$ cat config.mk
export PLATFORM = sky130hd
export DESIGN_NAME = shell_sort_keyed_records_top_flat
export DESIGN_NICKNAME = d
export VERILOG_FILES = /design/src/rtl/ssk_pkg.sv /design/src/rtl/ssk_stream_if.sv /design/src/rtl/shell_sort_keyed_records_top.sv /design/src/rtl/ssk_sequencer.sv /design/src/rtl/ssk_datapath.sv /design/src/flat_wrapper.sv
export VERILOG_INCLUDE_DIRS = /design/src /design/src/rtl
export SDC_FILE = /design/constraint.sdc
export NUM_CORES = 2
export LEC_CHECK = 0
export BUFFER_PORTS_ARGS = -buffer_cell sky130_fd_sc_hd__buf_2
export CORE_MARGIN = 8
export CORE_UTILIZATION = 60
export DETAILED_ROUTE_END_ITERATION = 12
export GPL_ROUTABILITY_DRIVEN = 0
export MAX_ROUTING_LAYER = met4
export PLACE_DENSITY = 0.76
export SYNTH_ARGS = -nofsm -noshare
export SYNTH_HDL_FRONTEND = slang
export SYNTH_SLANG_ARGS = --single-unit
$ cat constraint.sdc
create_clock -name clock -period 13.85 [get_ports clock]
set_clock_uncertainty 0.05 [all_clocks]
set_input_delay 2.77 -clock clock [delete_from_list [all_inputs] [get_ports clock]]
set_output_delay 2.77 -clock clock [all_outputs]
set_load 0.05 [all_outputs]
$ cat src/rtl/shell_sort_keyed_records_top_macros.svh
// Assertion helpers shared by the modules of the sorter.
// Both expect ports named clock and reset in the module that uses them.
`ifndef SHELL_SORT_KEYED_RECORDS_TOP_MACROS_SVH
`define SHELL_SORT_KEYED_RECORDS_TOP_MACROS_SVH

// Consequent must hold in the same cycle as the antecedent.
`define SSK_CHECK(label, ante, cons, msg) \
   label: assert property (@(posedge clock) disable iff (reset) (ante) |-> (cons)) \
      else $error(msg);

// Consequent must hold in the cycle after the antecedent.
`define SSK_CHECK_NEXT(label, ante, cons, msg) \
   label: assert property (@(posedge clock) disable iff (reset) (ante) |=> (cons)) \
      else $error(msg);

`endif

$ cat src/rtl/ssk_pkg.sv
`timescale 1ns / 1ps

package ssk_pkg;

   localparam int DEPTH_DEF    = 64;
   localparam int KEY_BITS_DEF = 16;
   localparam int TAG_BITS_DEF = 16;

   localparam int NUM_GAPS  = 9;
   localparam int GAP_IDX_W = 4;

   // Datapath operations, one per microcode step.
   typedef enum logic [3:0] {
      OP_LOAD,
      OP_GAP_INIT,
      OP_RD_I,
      OP_TAKE_I,
      OP_RD_X,
      OP_MOVE,
      OP_PLACE,
      OP_NEXT_GAP,
      OP_EMIT_INIT,
      OP_RD_E,
      OP_PUSH,
      OP_CLEAR
   } op_type;

   typedef enum logic [1:0] {
      HOLD_NONE,
      HOLD_REQ,
      HOLD_RSP
   } hold_type;

   typedef enum logic [2:0] {
      COND_NONE,
      COND_ALWAYS,
      COND_NOT_LAST,
      COND_I_GE_N,
      COND_X_LT_GAP,
      COND_KEY_LESS,
      COND_GI_NONZERO,
      COND_E_DONE
   } cond_type;

   typedef enum logic [3:0] {
      ST_LOAD,
      ST_GAP_INIT,
      ST_OUTER,
      ST_TAKE,
      ST_CHECK,
      ST_COMPARE,
      ST_PLACE,
      ST_NEXT_GAP,
      ST_EMIT_INIT,
      ST_READ_E,
      ST_PUSH,
      ST_CLEAR
   } step_type;

   typedef struct packed {
      op_type   op;
      hold_type hold;
      cond_type cond;
      step_type target;
   } ctrl_word_type;

   typedef struct packed {
      op_type op;
      logic   go;
   } dp_ctrl_type;

   typedef struct packed {
      logic req_valid;
      logic req_last;
      logic rsp_free;
      logic i_ge_n;
      logic x_lt_gap;
      logic key_less;
      logic gi_nonzero;
      logic e_done;
   } dp_flags_type;

   function automatic int gap_at(input logic [GAP_IDX_W-1:0] idx);
      int g;
      unique case (idx)
         4'd0:    g = 1;
         4'd1:    g = 4;
         4'd2:    g = 10;
         4'd3:    g = 23;
         4'd4:    g = 57;
         4'd5:    g = 132;
         4'd6:    g = 301;
         4'd7:    g = 701;
         4'd8:    g = 1750;
         default: g = 1;
      endcase
      return g;
   endfunction

   // Index of the largest gap that does not exceed the record count, or of the smallest gap when none does.
   function automatic logic [GAP_IDX_W-1:0] first_gap_idx(input int n);
      logic [GAP_IDX_W-1:0] r;
      r = '0;
      for (int g = 1; g < NUM_GAPS; g++) begin
         if (gap_at(GAP_IDX_W'(g)) <= n) begin
            r = GAP_IDX_W'(g);
         end
      end
      return r;
   endfunction

endpackage

$ cat src/rtl/ssk_stream_if.sv
`timescale 1ns / 1ps

interface ssk_req_if
   import ssk_pkg::*;
#(
   parameter int KEY_BITS = KEY_BITS_DEF,
   parameter int TAG_BITS = TAG_BITS_DEF
) ();
   logic                valid;
   logic                ready;
   logic [KEY_BITS-1:0] sort_key;
   logic [TAG_BITS-1:0] record_tag;
   logic                last_item;

   modport source (output valid, output sort_key, output record_tag, output last_item,
                   input ready);
   modport sink (input valid, input sort_key, input record_tag, input last_item,
                 output ready);
endinterface

interface ssk_rsp_if
   import ssk_pkg::*;
#(
   parameter int KEY_BITS = KEY_BITS_DEF,
   parameter int TAG_BITS = TAG_BITS_DEF
) ();
   logic                valid;
   logic                ready;
   logic [KEY_BITS-1:0] out_key;
   logic [TAG_BITS-1:0] out_tag;
   logic                out_last;
   logic                overflow;

   modport source (output valid, output out_key, output out_tag, output out_last,
                   output overflow, input ready);
   modport sink (input valid, input out_key, input out_tag, input out_last,
                 input overflow, output ready);
endinterface

$ cat src/rtl/shell_sort_keyed_records_top.sv
`timescale 1ns / 1ps
// Shell sorter for keyed records.
// Input words on req_if carry a key, a tag and last_item; result words on
// rsp_if carry the records in ascending key order, out_last on the final
// one and overflow on every word of a set that dropped records.
// Loading takes one cycle per word. Up to DEPTH records are stored; words
// that arrive when the store is full are dropped and flagged. The word with
// last_item ends the set and starts the sort; req_if.ready stays low until
// the whole set has been handed out.
// The sort runs as a microcoded program over one record store with one
// write and one registered read port: a setup step picks the first gap,
// each record is read, taken, checked and compared against the record one
// gap back and placed, and a next-gap step closes each gap pass. Output
// then reads and pushes each word, after an init step and before a final
// read and a clear step; a stalled receiver holds the program in its push
// step and the word in the output register.
// The next set may be loaded while the final result word still waits.
// Reset (synchronous, active high) empties the store and drops any pending
// result word.

module shell_sort_keyed_records_top
   import ssk_pkg::*;
#(
   parameter int DEPTH    = DEPTH_DEF,
   parameter int KEY_BITS = KEY_BITS_DEF,
   parameter int TAG_BITS = TAG_BITS_DEF
) (
   input logic       clock,
   input logic       reset,
   ssk_req_if.sink   req_if,
   ssk_rsp_if.source rsp_if
);

   dp_ctrl_type  dp_ctrl;
   dp_flags_type dp_flags;

   ssk_sequencer u_sequencer (
      .clock (clock),
      .reset (reset),
      .flags (dp_flags),
      .ctrl  (dp_ctrl)
   );

   ssk_datapath #(
      .DEPTH    (DEPTH),
      .KEY_BITS (KEY_BITS),
      .TAG_BITS (TAG_BITS)
   ) u_datapath (
      .clock  (clock),
      .reset  (reset),
      .req_if (req_if),
      .rsp_if (rsp_if),
      .ctrl   (dp_ctrl),
      .flags  (dp_flags)
   );

endmodule

$ cat src/rtl/ssk_sequencer.sv
`timescale 1ns / 1ps
`include "shell_sort_keyed_records_top_macros.svh"

module ssk_sequencer
   import ssk_pkg::*;
(
   input  logic         clock,
   input  logic         reset,
   input  dp_flags_type flags,
   output dp_ctrl_type  ctrl
);

   step_type      step_ff;
   step_type      step_in;
   ctrl_word_type cw;
   logic          go;
   logic          cond_hit;

   // Control store. A step that is not held falls through to the next one
   // unless its jump condition is true.
   always_comb begin
      unique case (step_ff)
         ST_LOAD:      cw = '{OP_LOAD,      HOLD_REQ,  COND_NOT_LAST,   ST_LOAD};
         ST_GAP_INIT:  cw = '{OP_GAP_INIT,  HOLD_NONE, COND_NONE,       ST_LOAD};
         ST_OUTER:     cw = '{OP_RD_I,      HOLD_NONE, COND_I_GE_N,     ST_NEXT_GAP};
         ST_TAKE:      cw = '{OP_TAKE_I,    HOLD_NONE, COND_NONE,       ST_LOAD};
         ST_CHECK:     cw = '{OP_RD_X,      HOLD_NONE, COND_X_LT_GAP,   ST_PLACE};
         ST_COMPARE:   cw = '{OP_MOVE,      HOLD_NONE, COND_KEY_LESS,   ST_CHECK};
         ST_PLACE:     cw = '{OP_PLACE,     HOLD_NONE, COND_ALWAYS,     ST_OUTER};
         ST_NEXT_GAP:  cw = '{OP_NEXT_GAP,  HOLD_NONE, COND_GI_NONZERO, ST_OUTER};
         ST_EMIT_INIT: cw = '{OP_EMIT_INIT, HOLD_NONE, COND_NONE,       ST_LOAD};
         ST_READ_E:    cw = '{OP_RD_E,      HOLD_NONE, COND_E_DONE,     ST_CLEAR};
         ST_PUSH:      cw = '{OP_PUSH,      HOLD_RSP,  COND_ALWAYS,     ST_READ_E};
         ST_CLEAR:     cw = '{OP_CLEAR,     HOLD_NONE, COND_ALWAYS,     ST_LOAD};
         default:      cw = '{OP_CLEAR,     HOLD_NONE, COND_ALWAYS,     ST_LOAD};
      endcase
   end

   always_comb begin
      unique case (cw.hold)
         HOLD_NONE: go = 1'b1;
         HOLD_REQ:  go = flags.req_valid;
         HOLD_RSP:  go = flags.rsp_free;
         default:   go = 1'b0;
      endcase
   end

   always_comb begin
      unique case (cw.cond)
         COND_NONE:       cond_hit = 1'b0;
         COND_ALWAYS:     cond_hit = 1'b1;
         COND_NOT_LAST:   cond_hit = !flags.req_last;
         COND_I_GE_N:     cond_hit = flags.i_ge_n;
         COND_X_LT_GAP:   cond_hit = flags.x_lt_gap;
         COND_KEY_LESS:   cond_hit = flags.key_less;
         COND_GI_NONZERO: cond_hit = flags.gi_nonzero;
         COND_E_DONE:     cond_hit = flags.e_done;
         default:         cond_hit = 1'b0;
      endcase
   end

   always_comb begin
      ctrl.op = cw.op;
      ctrl.go = go;
   end

   always_comb begin
      if (!go) begin
         step_in = step_ff;
      end else if (cond_hit) begin
         step_in = cw.target;
      end else begin
         step_in = step_type'(step_ff + 4'd1);
      end
   end

   always_ff @(posedge clock) begin
      if (reset) begin
         step_ff <= ST_LOAD;
      end else begin
         step_ff <= step_in;
      end
   end

   `SSK_CHECK(a_compare_after_check, step_ff == ST_COMPARE, $past(step_ff) == ST_CHECK, "compare step not entered from check step")
   `SSK_CHECK(a_take_after_outer, step_ff == ST_TAKE, $past(step_ff) == ST_OUTER, "take step not entered from outer step")
   `SSK_CHECK_NEXT(a_last_starts_sort, (step_ff == ST_LOAD) && flags.req_valid && flags.req_last, step_ff == ST_GAP_INIT, "last word did not start the sort")

endmodule

$ cat src/rtl/ssk_datapath.sv
`timescale 1ns / 1ps
`include "shell_sort_keyed_records_top_macros.svh"

module ssk_datapath
   import ssk_pkg::*;
#(
   parameter int DEPTH    = DEPTH_DEF,
   parameter int KEY_BITS = KEY_BITS_DEF,
   parameter int TAG_BITS = TAG_BITS_DEF
) (
   input  logic         clock,
   input  logic         reset,
   ssk_req_if.sink      req_if,
   ssk_rsp_if.source    rsp_if,
   input  dp_ctrl_type  ctrl,
   output dp_flags_type flags
);

   localparam int CNT_W  = $clog2(DEPTH + 1);
   localparam int AW     = $clog2(DEPTH);
   localparam int WORD_W = KEY_BITS + TAG_BITS;

   logic [WORD_W-1:0] mem [DEPTH];

   logic [CNT_W-1:0]     n_ff, n_in;
   logic                 ovf_ff, ovf_in;
   logic [GAP_IDX_W-1:0] gi_ff, gi_in;
   logic [CNT_W-1:0]     gap_ff, gap_in;
   logic [CNT_W-1:0]     i_ff, i_in;
   logic [CNT_W-1:0]     x_ff, x_in;
   logic [CNT_W-1:0]     e_ff, e_in;
   logic [KEY_BITS-1:0]  k_ff, k_in;
   logic [TAG_BITS-1:0]  t_ff, t_in;
   logic [WORD_W-1:0]    rd_ff;

   logic                 rsp_valid_ff, rsp_valid_in;
   logic [KEY_BITS-1:0]  rsp_key_ff, rsp_key_in;
   logic [TAG_BITS-1:0]  rsp_tag_ff, rsp_tag_in;
   logic                 rsp_last_ff, rsp_last_in;
   logic                 rsp_ovf_ff, rsp_ovf_in;

   logic [KEY_BITS-1:0]  rd_key;
   logic [TAG_BITS-1:0]  rd_tag;
   logic [CNT_W-1:0]     x_minus_gap;
   logic                 mem_we;
   logic [CNT_W-1:0]     mem_wa;
   logic [WORD_W-1:0]    mem_wd;
   logic                 mem_re;
   logic [CNT_W-1:0]     mem_ra;

   assign rd_key      = rd_ff[WORD_W-1:TAG_BITS];
   assign rd_tag      = rd_ff[TAG_BITS-1:0];
   assign x_minus_gap = x_ff - gap_ff;

   assign req_if.ready = (ctrl.op == OP_LOAD);

   assign rsp_if.valid    = rsp_valid_ff;
   assign rsp_if.out_key  = rsp_key_ff;
   assign rsp_if.out_tag  = rsp_tag_ff;
   assign rsp_if.out_last = rsp_last_ff;
   assign rsp_if.overflow = rsp_ovf_ff;

   always_comb begin
      flags.req_valid  = req_if.valid;
      flags.req_last   = req_if.last_item;
      flags.rsp_free   = !rsp_valid_ff || rsp_if.ready;
      flags.i_ge_n     = (i_ff >= n_ff);
      flags.x_lt_gap   = (x_ff < gap_ff);
      flags.key_less   = (k_ff < rd_key);
      flags.gi_nonzero = (gi_ff != '0);
      flags.e_done     = (e_ff >= n_ff);
   end

   // Record store port control. Reads are issued only for entries of the
   // current set, so the store needs no clearing.
   always_comb begin
      mem_we = 1'b0;
      mem_wa = x_ff;
      mem_wd = rd_ff;
      mem_re = 1'b0;
      mem_ra = i_ff;
      unique case (ctrl.op)
         OP_LOAD: begin
            mem_we = ctrl.go && (n_ff < CNT_W'(DEPTH));
            mem_wa = n_ff;
            mem_wd = {req_if.sort_key, req_if.record_tag};
         end
         OP_MOVE: begin
            mem_we = flags.key_less;
         end
         OP_PLACE: begin
            mem_we = 1'b1;
            mem_wd = {k_ff, t_ff};
         end
         OP_RD_I: begin
            mem_re = !flags.i_ge_n;
         end
         OP_RD_X: begin
            mem_re = !flags.x_lt_gap;
            mem_ra = x_minus_gap;
         end
         OP_RD_E: begin
            mem_re = !flags.e_done;
            mem_ra = e_ff;
         end
         default: begin
         end
      endcase
   end

   always_ff @(posedge clock) begin
      if (mem_we) begin
         mem[mem_wa[AW-1:0]] <= mem_wd;
      end
      if (mem_re) begin
         rd_ff <= mem[mem_ra[AW-1:0]];
      end
   end

   always_comb begin
      n_in         = n_ff;
      ovf_in       = ovf_ff;
      gi_in        = gi_ff;
      gap_in       = gap_ff;
      i_in         = i_ff;
      x_in         = x_ff;
      e_in         = e_ff;
      k_in         = k_ff;
      t_in         = t_ff;
      rsp_valid_in = rsp_valid_ff && !rsp_if.ready;
      rsp_key_in   = rsp_key_ff;
      rsp_tag_in   = rsp_tag_ff;
      rsp_last_in  = rsp_last_ff;
      rsp_ovf_in   = rsp_ovf_ff;
      unique case (ctrl.op)
         OP_LOAD: begin
            if (ctrl.go) begin
               if (n_ff < CNT_W'(DEPTH)) begin
                  n_in = n_ff + CNT_W'(1);
               end else begin
                  ovf_in = 1'b1;
               end
            end
         end
         OP_GAP_INIT: begin
            gi_in  = first_gap_idx(int'(n_ff));
            gap_in = CNT_W'(gap_at(gi_in));
            i_in   = gap_in;
         end
         OP_TAKE_I: begin
            k_in = rd_key;
            t_in = rd_tag;
            x_in = i_ff;
         end
         OP_MOVE: begin
            if (flags.key_less) begin
               x_in = x_minus_gap;
            end
         end
         OP_PLACE: begin
            i_in = i_ff + CNT_W'(1);
         end
         OP_NEXT_GAP: begin
            if (flags.gi_nonzero) begin
               gi_in  = gi_ff - GAP_IDX_W'(1);
               gap_in = CNT_W'(gap_at(gi_in));
               i_in   = gap_in;
            end
         end
         OP_EMIT_INIT: begin
            e_in = '0;
         end
         OP_PUSH: begin
            if (ctrl.go) begin
               rsp_valid_in = 1'b1;
               rsp_key_in   = rd_key;
               rsp_tag_in   = rd_tag;
               rsp_last_in  = ((e_ff + CNT_W'(1)) == n_ff);
               rsp_ovf_in   = ovf_ff;
               e_in         = e_ff + CNT_W'(1);
            end
         end
         OP_CLEAR: begin
            n_in   = '0;
            ovf_in = 1'b0;
         end
         default: begin
         end
      endcase
   end

   always_ff @(posedge clock) begin
      if (reset) begin
         n_ff         <= '0;
         ovf_ff       <= 1'b0;
         rsp_valid_ff <= 1'b0;
      end else begin
         n_ff         <= n_in;
         ovf_ff       <= ovf_in;
         rsp_valid_ff <= rsp_valid_in;
      end
   end

   always_ff @(posedge clock) begin
      gi_ff       <= gi_in;
      gap_ff      <= gap_in;
      i_ff        <= i_in;
      x_ff        <= x_in;
      e_ff        <= e_in;
      k_ff        <= k_in;
      t_ff        <= t_in;
      rsp_key_ff  <= rsp_key_in;
      rsp_tag_ff  <= rsp_tag_in;
      rsp_last_ff <= rsp_last_in;
      rsp_ovf_ff  <= rsp_ovf_in;
   end

   `SSK_CHECK(a_sort_write_in_set, mem_we && ((ctrl.op == OP_MOVE) || (ctrl.op == OP_PLACE)), mem_wa < n_ff, "sort wrote outside the loaded set")
   `SSK_CHECK(a_read_in_set, mem_re, mem_ra < n_ff, "store read outside the loaded set")
   `SSK_CHECK(a_overflow_only_full, ovf_ff, n_ff == CNT_W'(DEPTH), "overflow flagged with room left")

endmodule
$ cat src/flat_wrapper.sv
// flat-port wrapper written by rule: the top's interface ports become plain ports
module shell_sort_keyed_records_top_flat import ssk_pkg::*;
#(
   parameter int DEPTH    = DEPTH_DEF,
   parameter int KEY_BITS = KEY_BITS_DEF,
   parameter int TAG_BITS = TAG_BITS_DEF
)
  (clock, reset, req_if_valid, req_if_sort_key, req_if_record_tag, req_if_last_item, req_if_ready, rsp_if_valid, rsp_if_out_key, rsp_if_out_tag, rsp_if_out_last, rsp_if_overflow, rsp_if_ready);
  ssk_req_if #(.KEY_BITS(KEY_BITS), .TAG_BITS(TAG_BITS)) req_if_i ();
  ssk_rsp_if #(.KEY_BITS(KEY_BITS), .TAG_BITS(TAG_BITS)) rsp_if_i ();
  input logic clock;
  input logic reset;
  input wire logic [$bits(req_if_i.valid)-1:0] req_if_valid;
  input wire logic [$bits(req_if_i.sort_key)-1:0] req_if_sort_key;
  input wire logic [$bits(req_if_i.record_tag)-1:0] req_if_record_tag;
  input wire logic [$bits(req_if_i.last_item)-1:0] req_if_last_item;
  output wire logic [$bits(req_if_i.ready)-1:0] req_if_ready;
  output wire logic [$bits(rsp_if_i.valid)-1:0] rsp_if_valid;
  output wire logic [$bits(rsp_if_i.out_key)-1:0] rsp_if_out_key;
  output wire logic [$bits(rsp_if_i.out_tag)-1:0] rsp_if_out_tag;
  output wire logic [$bits(rsp_if_i.out_last)-1:0] rsp_if_out_last;
  output wire logic [$bits(rsp_if_i.overflow)-1:0] rsp_if_overflow;
  input wire logic [$bits(rsp_if_i.ready)-1:0] rsp_if_ready;
  assign req_if_i.valid = req_if_valid;
  assign req_if_i.sort_key = req_if_sort_key;
  assign req_if_i.record_tag = req_if_record_tag;
  assign req_if_i.last_item = req_if_last_item;
  assign req_if_ready = req_if_i.ready;
  assign rsp_if_valid = rsp_if_i.valid;
  assign rsp_if_out_key = rsp_if_i.out_key;
  assign rsp_if_out_tag = rsp_if_i.out_tag;
  assign rsp_if_out_last = rsp_if_i.out_last;
  assign rsp_if_overflow = rsp_if_i.overflow;
  assign rsp_if_i.ready = rsp_if_ready;
  shell_sort_keyed_records_top #(.DEPTH(DEPTH), .KEY_BITS(KEY_BITS), .TAG_BITS(TAG_BITS)) u_core (.clock(clock), .reset(reset), .req_if(req_if_i), .rsp_if(rsp_if_i));
endmodule
# After elaboration in Yosys (flattened, before gate mapping)

Memories as Yosys holds them, arrays and structs flattened. A register that Yosys moved wholly into a read port is not among the register bits.
Cells that the tools add are included.

Memory bits (read-only): 560
Memory bits (writable): 2,048
Word-level logic and storage cells: 136
Output and inout bits: 36
Memories kept: 4
Input port bits: 37
Bits in registers: 111
Bits in latches: 0

Memory list:

| name                  | depth | width | rd ports | clocked after memory_dff | write ports | line                | source |
|---|---|---|---|---|---|---|---|
| u_core.u_datapath.mem | 64    | 32    | 1        | 1                        | 1           | ssk_datapath.sv:23  | `logic [WORD_W-1:0] mem [DEPTH];` |
| (name not given)      | 16    | 13    | 1        | 1                        | 0           | ssk_sequencer.sv:22 | `unique case (step_ff)` |
| (name not given)      | 16    | 11    | 1        | 0                        | 0           | ssk_pkg.sv:85       | `unique case (idx)` |
| (name not given)      | 16    | 11    | 1        | 0                        | 0           | ssk_pkg.sv:85       |  |

Equal/unequal tests: 27
$lt $le $gt $ge: 13
Bitwise operators: 0
Multiply operators: 0
Shift operators: 0
$add $sub $neg: 6
Div/mod/pow operators: 0
Reductions and logical operators: 25
Muxes and demuxes: 46

Operators with widths:

| operator              | count |
|---|---|
| $le A32 B8 Y1         | 8 |
| $mux W32              | 8 |
| $pmux W32 S2          | 1 |
| $pmux W7 S2           | 4 |
| $mux W4               | 12 |
| $mux W7               | 5 |
| $add A7 B1 Y7 const B | 3 |
| $pmux W7 S3           | 1 |
| $eq A4 B3 Y1 const B  | 4 |
| $eq A4 B4 Y1 const B  | 4 |
| $lt A16 B16 Y1        | 1 |
| $ge A7 B7 Y1          | 2 |
| $eq A3 B3 Y1 const B  | 4 |
| $pmux W6 S2           | 1 |
| $ne A2 B1 Y1 const B  | 5 |
| $reduce_and A2 Y1     | 5 |
| $pmux W1 S3           | 3 |
| $eq A4 B2 Y1 const B  | 2 |
| $pmux W1 S8           | 1 |
| $pmux W4 S2           | 1 |
| $reduce_bool A2 Y1    | 4 |
| $eq A7 B7 Y1          | 1 |
| $lt A7 B7 Y1          | 1 |
| $lt A7 B7 Y1 const B  | 1 |
| 21 further kinds      | 35 |

# Logic depth before layout (Yosys ltp)

An unclocked memory read counts as a cell.

Depth in word-level cells: 14
Gate-level depth with buffers: 17
Mapped depth without buffers: 15

# Modules after synthesis

Synthesis repeated with hierarchy kept, for this count alone.

Cells, all modules: 6,739
Area total of the unflattened synthesis: 89,837.4 um2

By module, submodules not included:

| module        | instances | cells an instance | area an instance (um2) | sequential area each (um2) |
|---|---|---|---|---|
| ssk_datapath  | 1         | 6,635             | 88,854.0               | 65,582.9 |
| ssk_sequencer | 1         | 104               | 983.4                  | 340.3 |

# Least setup slack after synthesis

No wires, ideal clock.

Path type: input to register
From: input port req_if_valid
To: memory u_core.u_datapath.mem[14][0] (netlist name) (enable)
Required time: 13.379 ns
Path slack: 7.410 ns
Path buffers: 1
Setup time: 0.421 ns
Stages: 8
Arrival time: 5.969 ns
Cells stage by stage: or2b_2 a32o_1 clkbuf_8 nor3_1 nor2_1 a21boi_0 nand2_1 nor2_1

Longest elaborated chain between the ends: 5

Ends and longest elaborated chain:

| element                       | line                | source |
|---|---|---|
| start, declared               | flat_wrapper.sv:13  | `input wire logic [$bits(req_if_i.valid)-1:0] req_if_valid;` |
| $pmux W1 S3                   | ssk_sequencer.sv:40 | `unique case (cw.hold)` |
| $logic_and A1 B1 Y1           | ssk_datapath.sv:84  | `mem_we = ctrl.go && (n_ff < CNT_W'(DEPTH));` |
| $pmux W1 S3                   | ssk_datapath.sv:82  | `unique case (ctrl.op)` |
| $mux W1                       | ssk_datapath.sv:112 | `if (mem_we) begin` |
| $mux W1 (not written as such) | ssk_datapath.sv:113 | `mem[mem_wa[AW-1:0]] <= mem_wd;` |
| end, declared                 | ssk_datapath.sv:23  |  |

Every way passes these cells.

# Final worst setup path

From: input port req_if_valid
To: memory u_core.u_datapath.mem[2][17] (netlist name) (enable)

Same word-level chain as after synthesis.

==> impl_results.md <==
- Utilization after layout: 66.0%
- Layout Nets: 6411
- Pwr/cell area: 192 nW/µm²
- Switch share: 33.5%
- Worst skew pair latency: 0.85 ns
- WS Path Type: input pin to register
- Multi-input logic area: 22500 µm²
- Post-Syn Area: 89600 µm²
- Final hold viol count: 0
- Total GRT Usage: 29.7%
- RSZ-0062 raised after global routing: false
- Final worst path period need: 6.29 ns
- Fin crit share: 45.4%
- Critical Path RT: 14.22 ns
- Residual DRC: 0
- Slew @ Worst Pin: 1.23 ns
- Final cell count without fillers: 8447
- Post-CTS Resized: 0
- Pin count of the biggest net entering global routing: 188
- R2r setup slk: 7.78 ns
- Total power: 18.9 mW
- Die area: 162000 µm²
- Clk buf depth: 3
- Clock power share: 28.7%
- Antenna viol nets, final: 0
- # hold bufs at CTS: 0
- Initial antenna violation count: 10
- Port bufs: 72
- Worst-path clk slew: 0.06 ns
- Synth cell types: 85
- Prevailing post-synth register cell: edfxtp_1
- TritonCTS buffer count: 207
- Crit path DAT: 6.66 ns
- R2r worst-path depth: 12
- Yosys warnings: 0
- P&R area growth vs syn: 9.80%
- Achievable Freq: 0.159 GHz
- Async SR Flop Fraction: 0%
- Routed len/inst: 28.5 µm
- Switch Pwr: 6.32 mW
- Hold Path Depth: 0
- Worst Hold Path EP: u_core.u_datapath.rsp_if.overflow$_DFFE_PP_
- R2r endpoint: u_core.u_datapath.rd_ff[3]$_DFFE_PP_
- Comb pwr share: 25.4%
- Outcome: finished clean
- #FFs+latches synth: 2204
- Initial DRC Count: 8934
- First-pass GRT wire length: 346000 µm
- EDFF count, synth: 2178
- Syn Area/Cell: 14.0 µm²
- Vias in the first global route: 52200
- Total gr overflow: 0
- Worst Hold Class: register to register
- Commonest non-fill, non-tap cell in the layout: edfxtp_1
- Die extent in x: 402 µm
- Die Height: 402 µm
- Via-to-Cell Ratio: 6.55
- Clk sinks: 2204
- Pre-antenna DRT Iters: 6
- CP Launch Type: input pin
- Max Slew Vio Count: 0
- Hold Crit Start: u_core.u_datapath.ovf_ff$_SDFFE_PP0P_
- CP max stage delay: 0.83 ns
- Fin worst setup slack: 7.56 ns
- Register area share after synthesis: 73.6%
- Layout cells sized above 1: 8.58%
- Setup Fix Bufs, Post-CTS: 0
- Most frequent cells in the layout: edfxtp_1, nand2_1, mux2i_1
- Final setup violation count: 0
- Root Buffer: clkbuf_16
- # rows: 142
- Cell count after placement: 8056
- CTS tree: built
- Slew margin rel.: 17.4%
- Routed vias: 55300
- Crit Path Max Fanout: 32
- Core area: 149000 µm²
- Initial core utilization: 60.1%
- FF+latch area: 65900 µm²
- H-Tree Depth: 4
- DP Wirelength: 134000 µm
- CP Capture Type: register
- Final setup TNS: 0 ns
- Leakage: 33.9 nW
- Synth Instances: 6394
- Sequential Power Share: 45.8%
- Net Count, Synth: 6484
- Worst VDD drop: 0.000315 V
- Post-Route WL: 241000 µm
- # IOs: 73
- Pint: 12.5 mW
- Crit path cell chain: buf_2 > or2b_2 > a32o_1 > nor3_1 > nor2_1 > a21boi_0 > nand2_1 > buf_4 > nor2_4
- Filler Cells Inserted: 9951
- Pre-CTS setup slack: 6.84 ns
- Worst r2r src: u_core.u_sequencer.cw[12]$_DFF_P_
- Slowest cell on the critical path: nor2_4
- Max-cap violations: 0
## metrics by stage
step / hold slack [ns] / instance area [µm²]
6_report: 0.418 / 98400
5_1_grt: 0.422 / 98400
4_1_cts: 0.415 / 98400
3_5_place_dp: 0.400 / 91900
3_3_place_gp: 0.404 / 91900
2_1_floorplan: 0.359 / 89600
## registers in the layout, summed over array words and instances (netlist names), 13 cells and up
name                              cells
u_core.u_datapath.rd_ff              32
u_core.u_datapath.t_ff               16
u_core.u_datapath.k_ff               16
u_core.u_datapath.rsp_if.out_key     16
u_core.u_sequencer.cw                13
u_core.u_datapath.rsp_if.out_tag     16
u_core.u_datapath.mem              2048
## synth_stat cells, types with 32 or more instances
library cell	count	share of area [%]
clkbuf_1	208	0.87
inv_1	54	0.23
ha_1	52	0.73
buf_2	153	0.85
mux2_2	32	0.40
a31oi_1	65	0.45
a311o_1	32	0.36
a311oi_1	257	2.5
nor2_1	120	0.50
a221o_1	37	0.41
o32ai_1	34	0.33
a22oi_1	33	0.28
edfxtp_1	2178	73
mux2i_1	453	5.1
nand2_1	1668	7.0
nand3_1	439	2.5
and3_1	228	1.6
a21oi_1	97	0.54
## critical path: cells and delay by family
family | cells | cell delay, ns
AO/OA/AOI/OAI | 2 | 0.83
buffers and inverters | 2 | 0.48
AND/OR/NAND/NOR | 5 | 2.54
## routing by layer
layer  part of all wire [%]  global-route usage [%]  vias to the layer above  routed length [µm]
li1                       -                       -                    23900                   -
met1                     37                    40.2                    27200               87900
met2                     45                    43.1                     3736              108000
met3                     13                    7.34                      562               32300
met4                    5.4                    13.2                        0               12900
met5                      0                       -                        -                   0
## cells by family after synthesis
family | share of synthesized area, %
AND/OR/NAND/NOR | 12.1
flip-flops | 73.6
AO/OA/AOI/OAI | 5.56
multiplexers | 5.46
buffers and inverters | 2.28
adder cells (fa/ha/maj) | 0.748
XOR/XNOR | 0.283
## power by group through the flow
| stage | combinational, mW | clock (mW) | sequential (mW) |
|---|---|---|---|
| finish | 4.79 | 5.42 | 8.64 |
| global route | 4.93 | 5.70 | 8.65 |
| CTS | 4.65 | 5.44 | 8.64 |
| detailed placement | 4.63 | 0 | 8.77 |
| global placement | 4.50 | 0 | 8.76 |
| floorplan | 2.56 | 0 | 8.74 |
## layout make-up
class                      count  share of cell area, %
multi-input combinational   3723                   22.8
timing repair buffer         128                  0.921
tap                         1944                   2.47
clock buffer                 260                   5.56
inverter                      57                  0.217
antenna                        9                 0.0229
sequential                  2204                   67.0
clock inverter               122                  0.974
## worst max path at each step
stage / startpoint / end / slack, ns / cells after the start
finish: req_if_valid / u_core.u_datapath.mem[2][17]$_DFFE_PP_ / 7.56 / 9
global route: req_if_valid / u_core.u_datapath.mem[2][17]$_DFFE_PP_ / 7.42 / 9
CTS: u_core.u_sequencer.cw[10]$_DFF_P_ / req_if_ready / 7.69 / 4
detailed placement: req_if_valid / u_core.u_datapath.mem[10][27]$_DFFE_PP_ / 6.84 / 9
global placement: req_if_valid / u_core.u_datapath.mem[10][24]$_DFFE_PP_ / 6.82 / 9
floorplan: req_if_valid / u_core.u_datapath.mem[14][0]$_DFFE_PP_ / 7.41 / 8
Note: power is estimated with default switching activity, not from simulation.
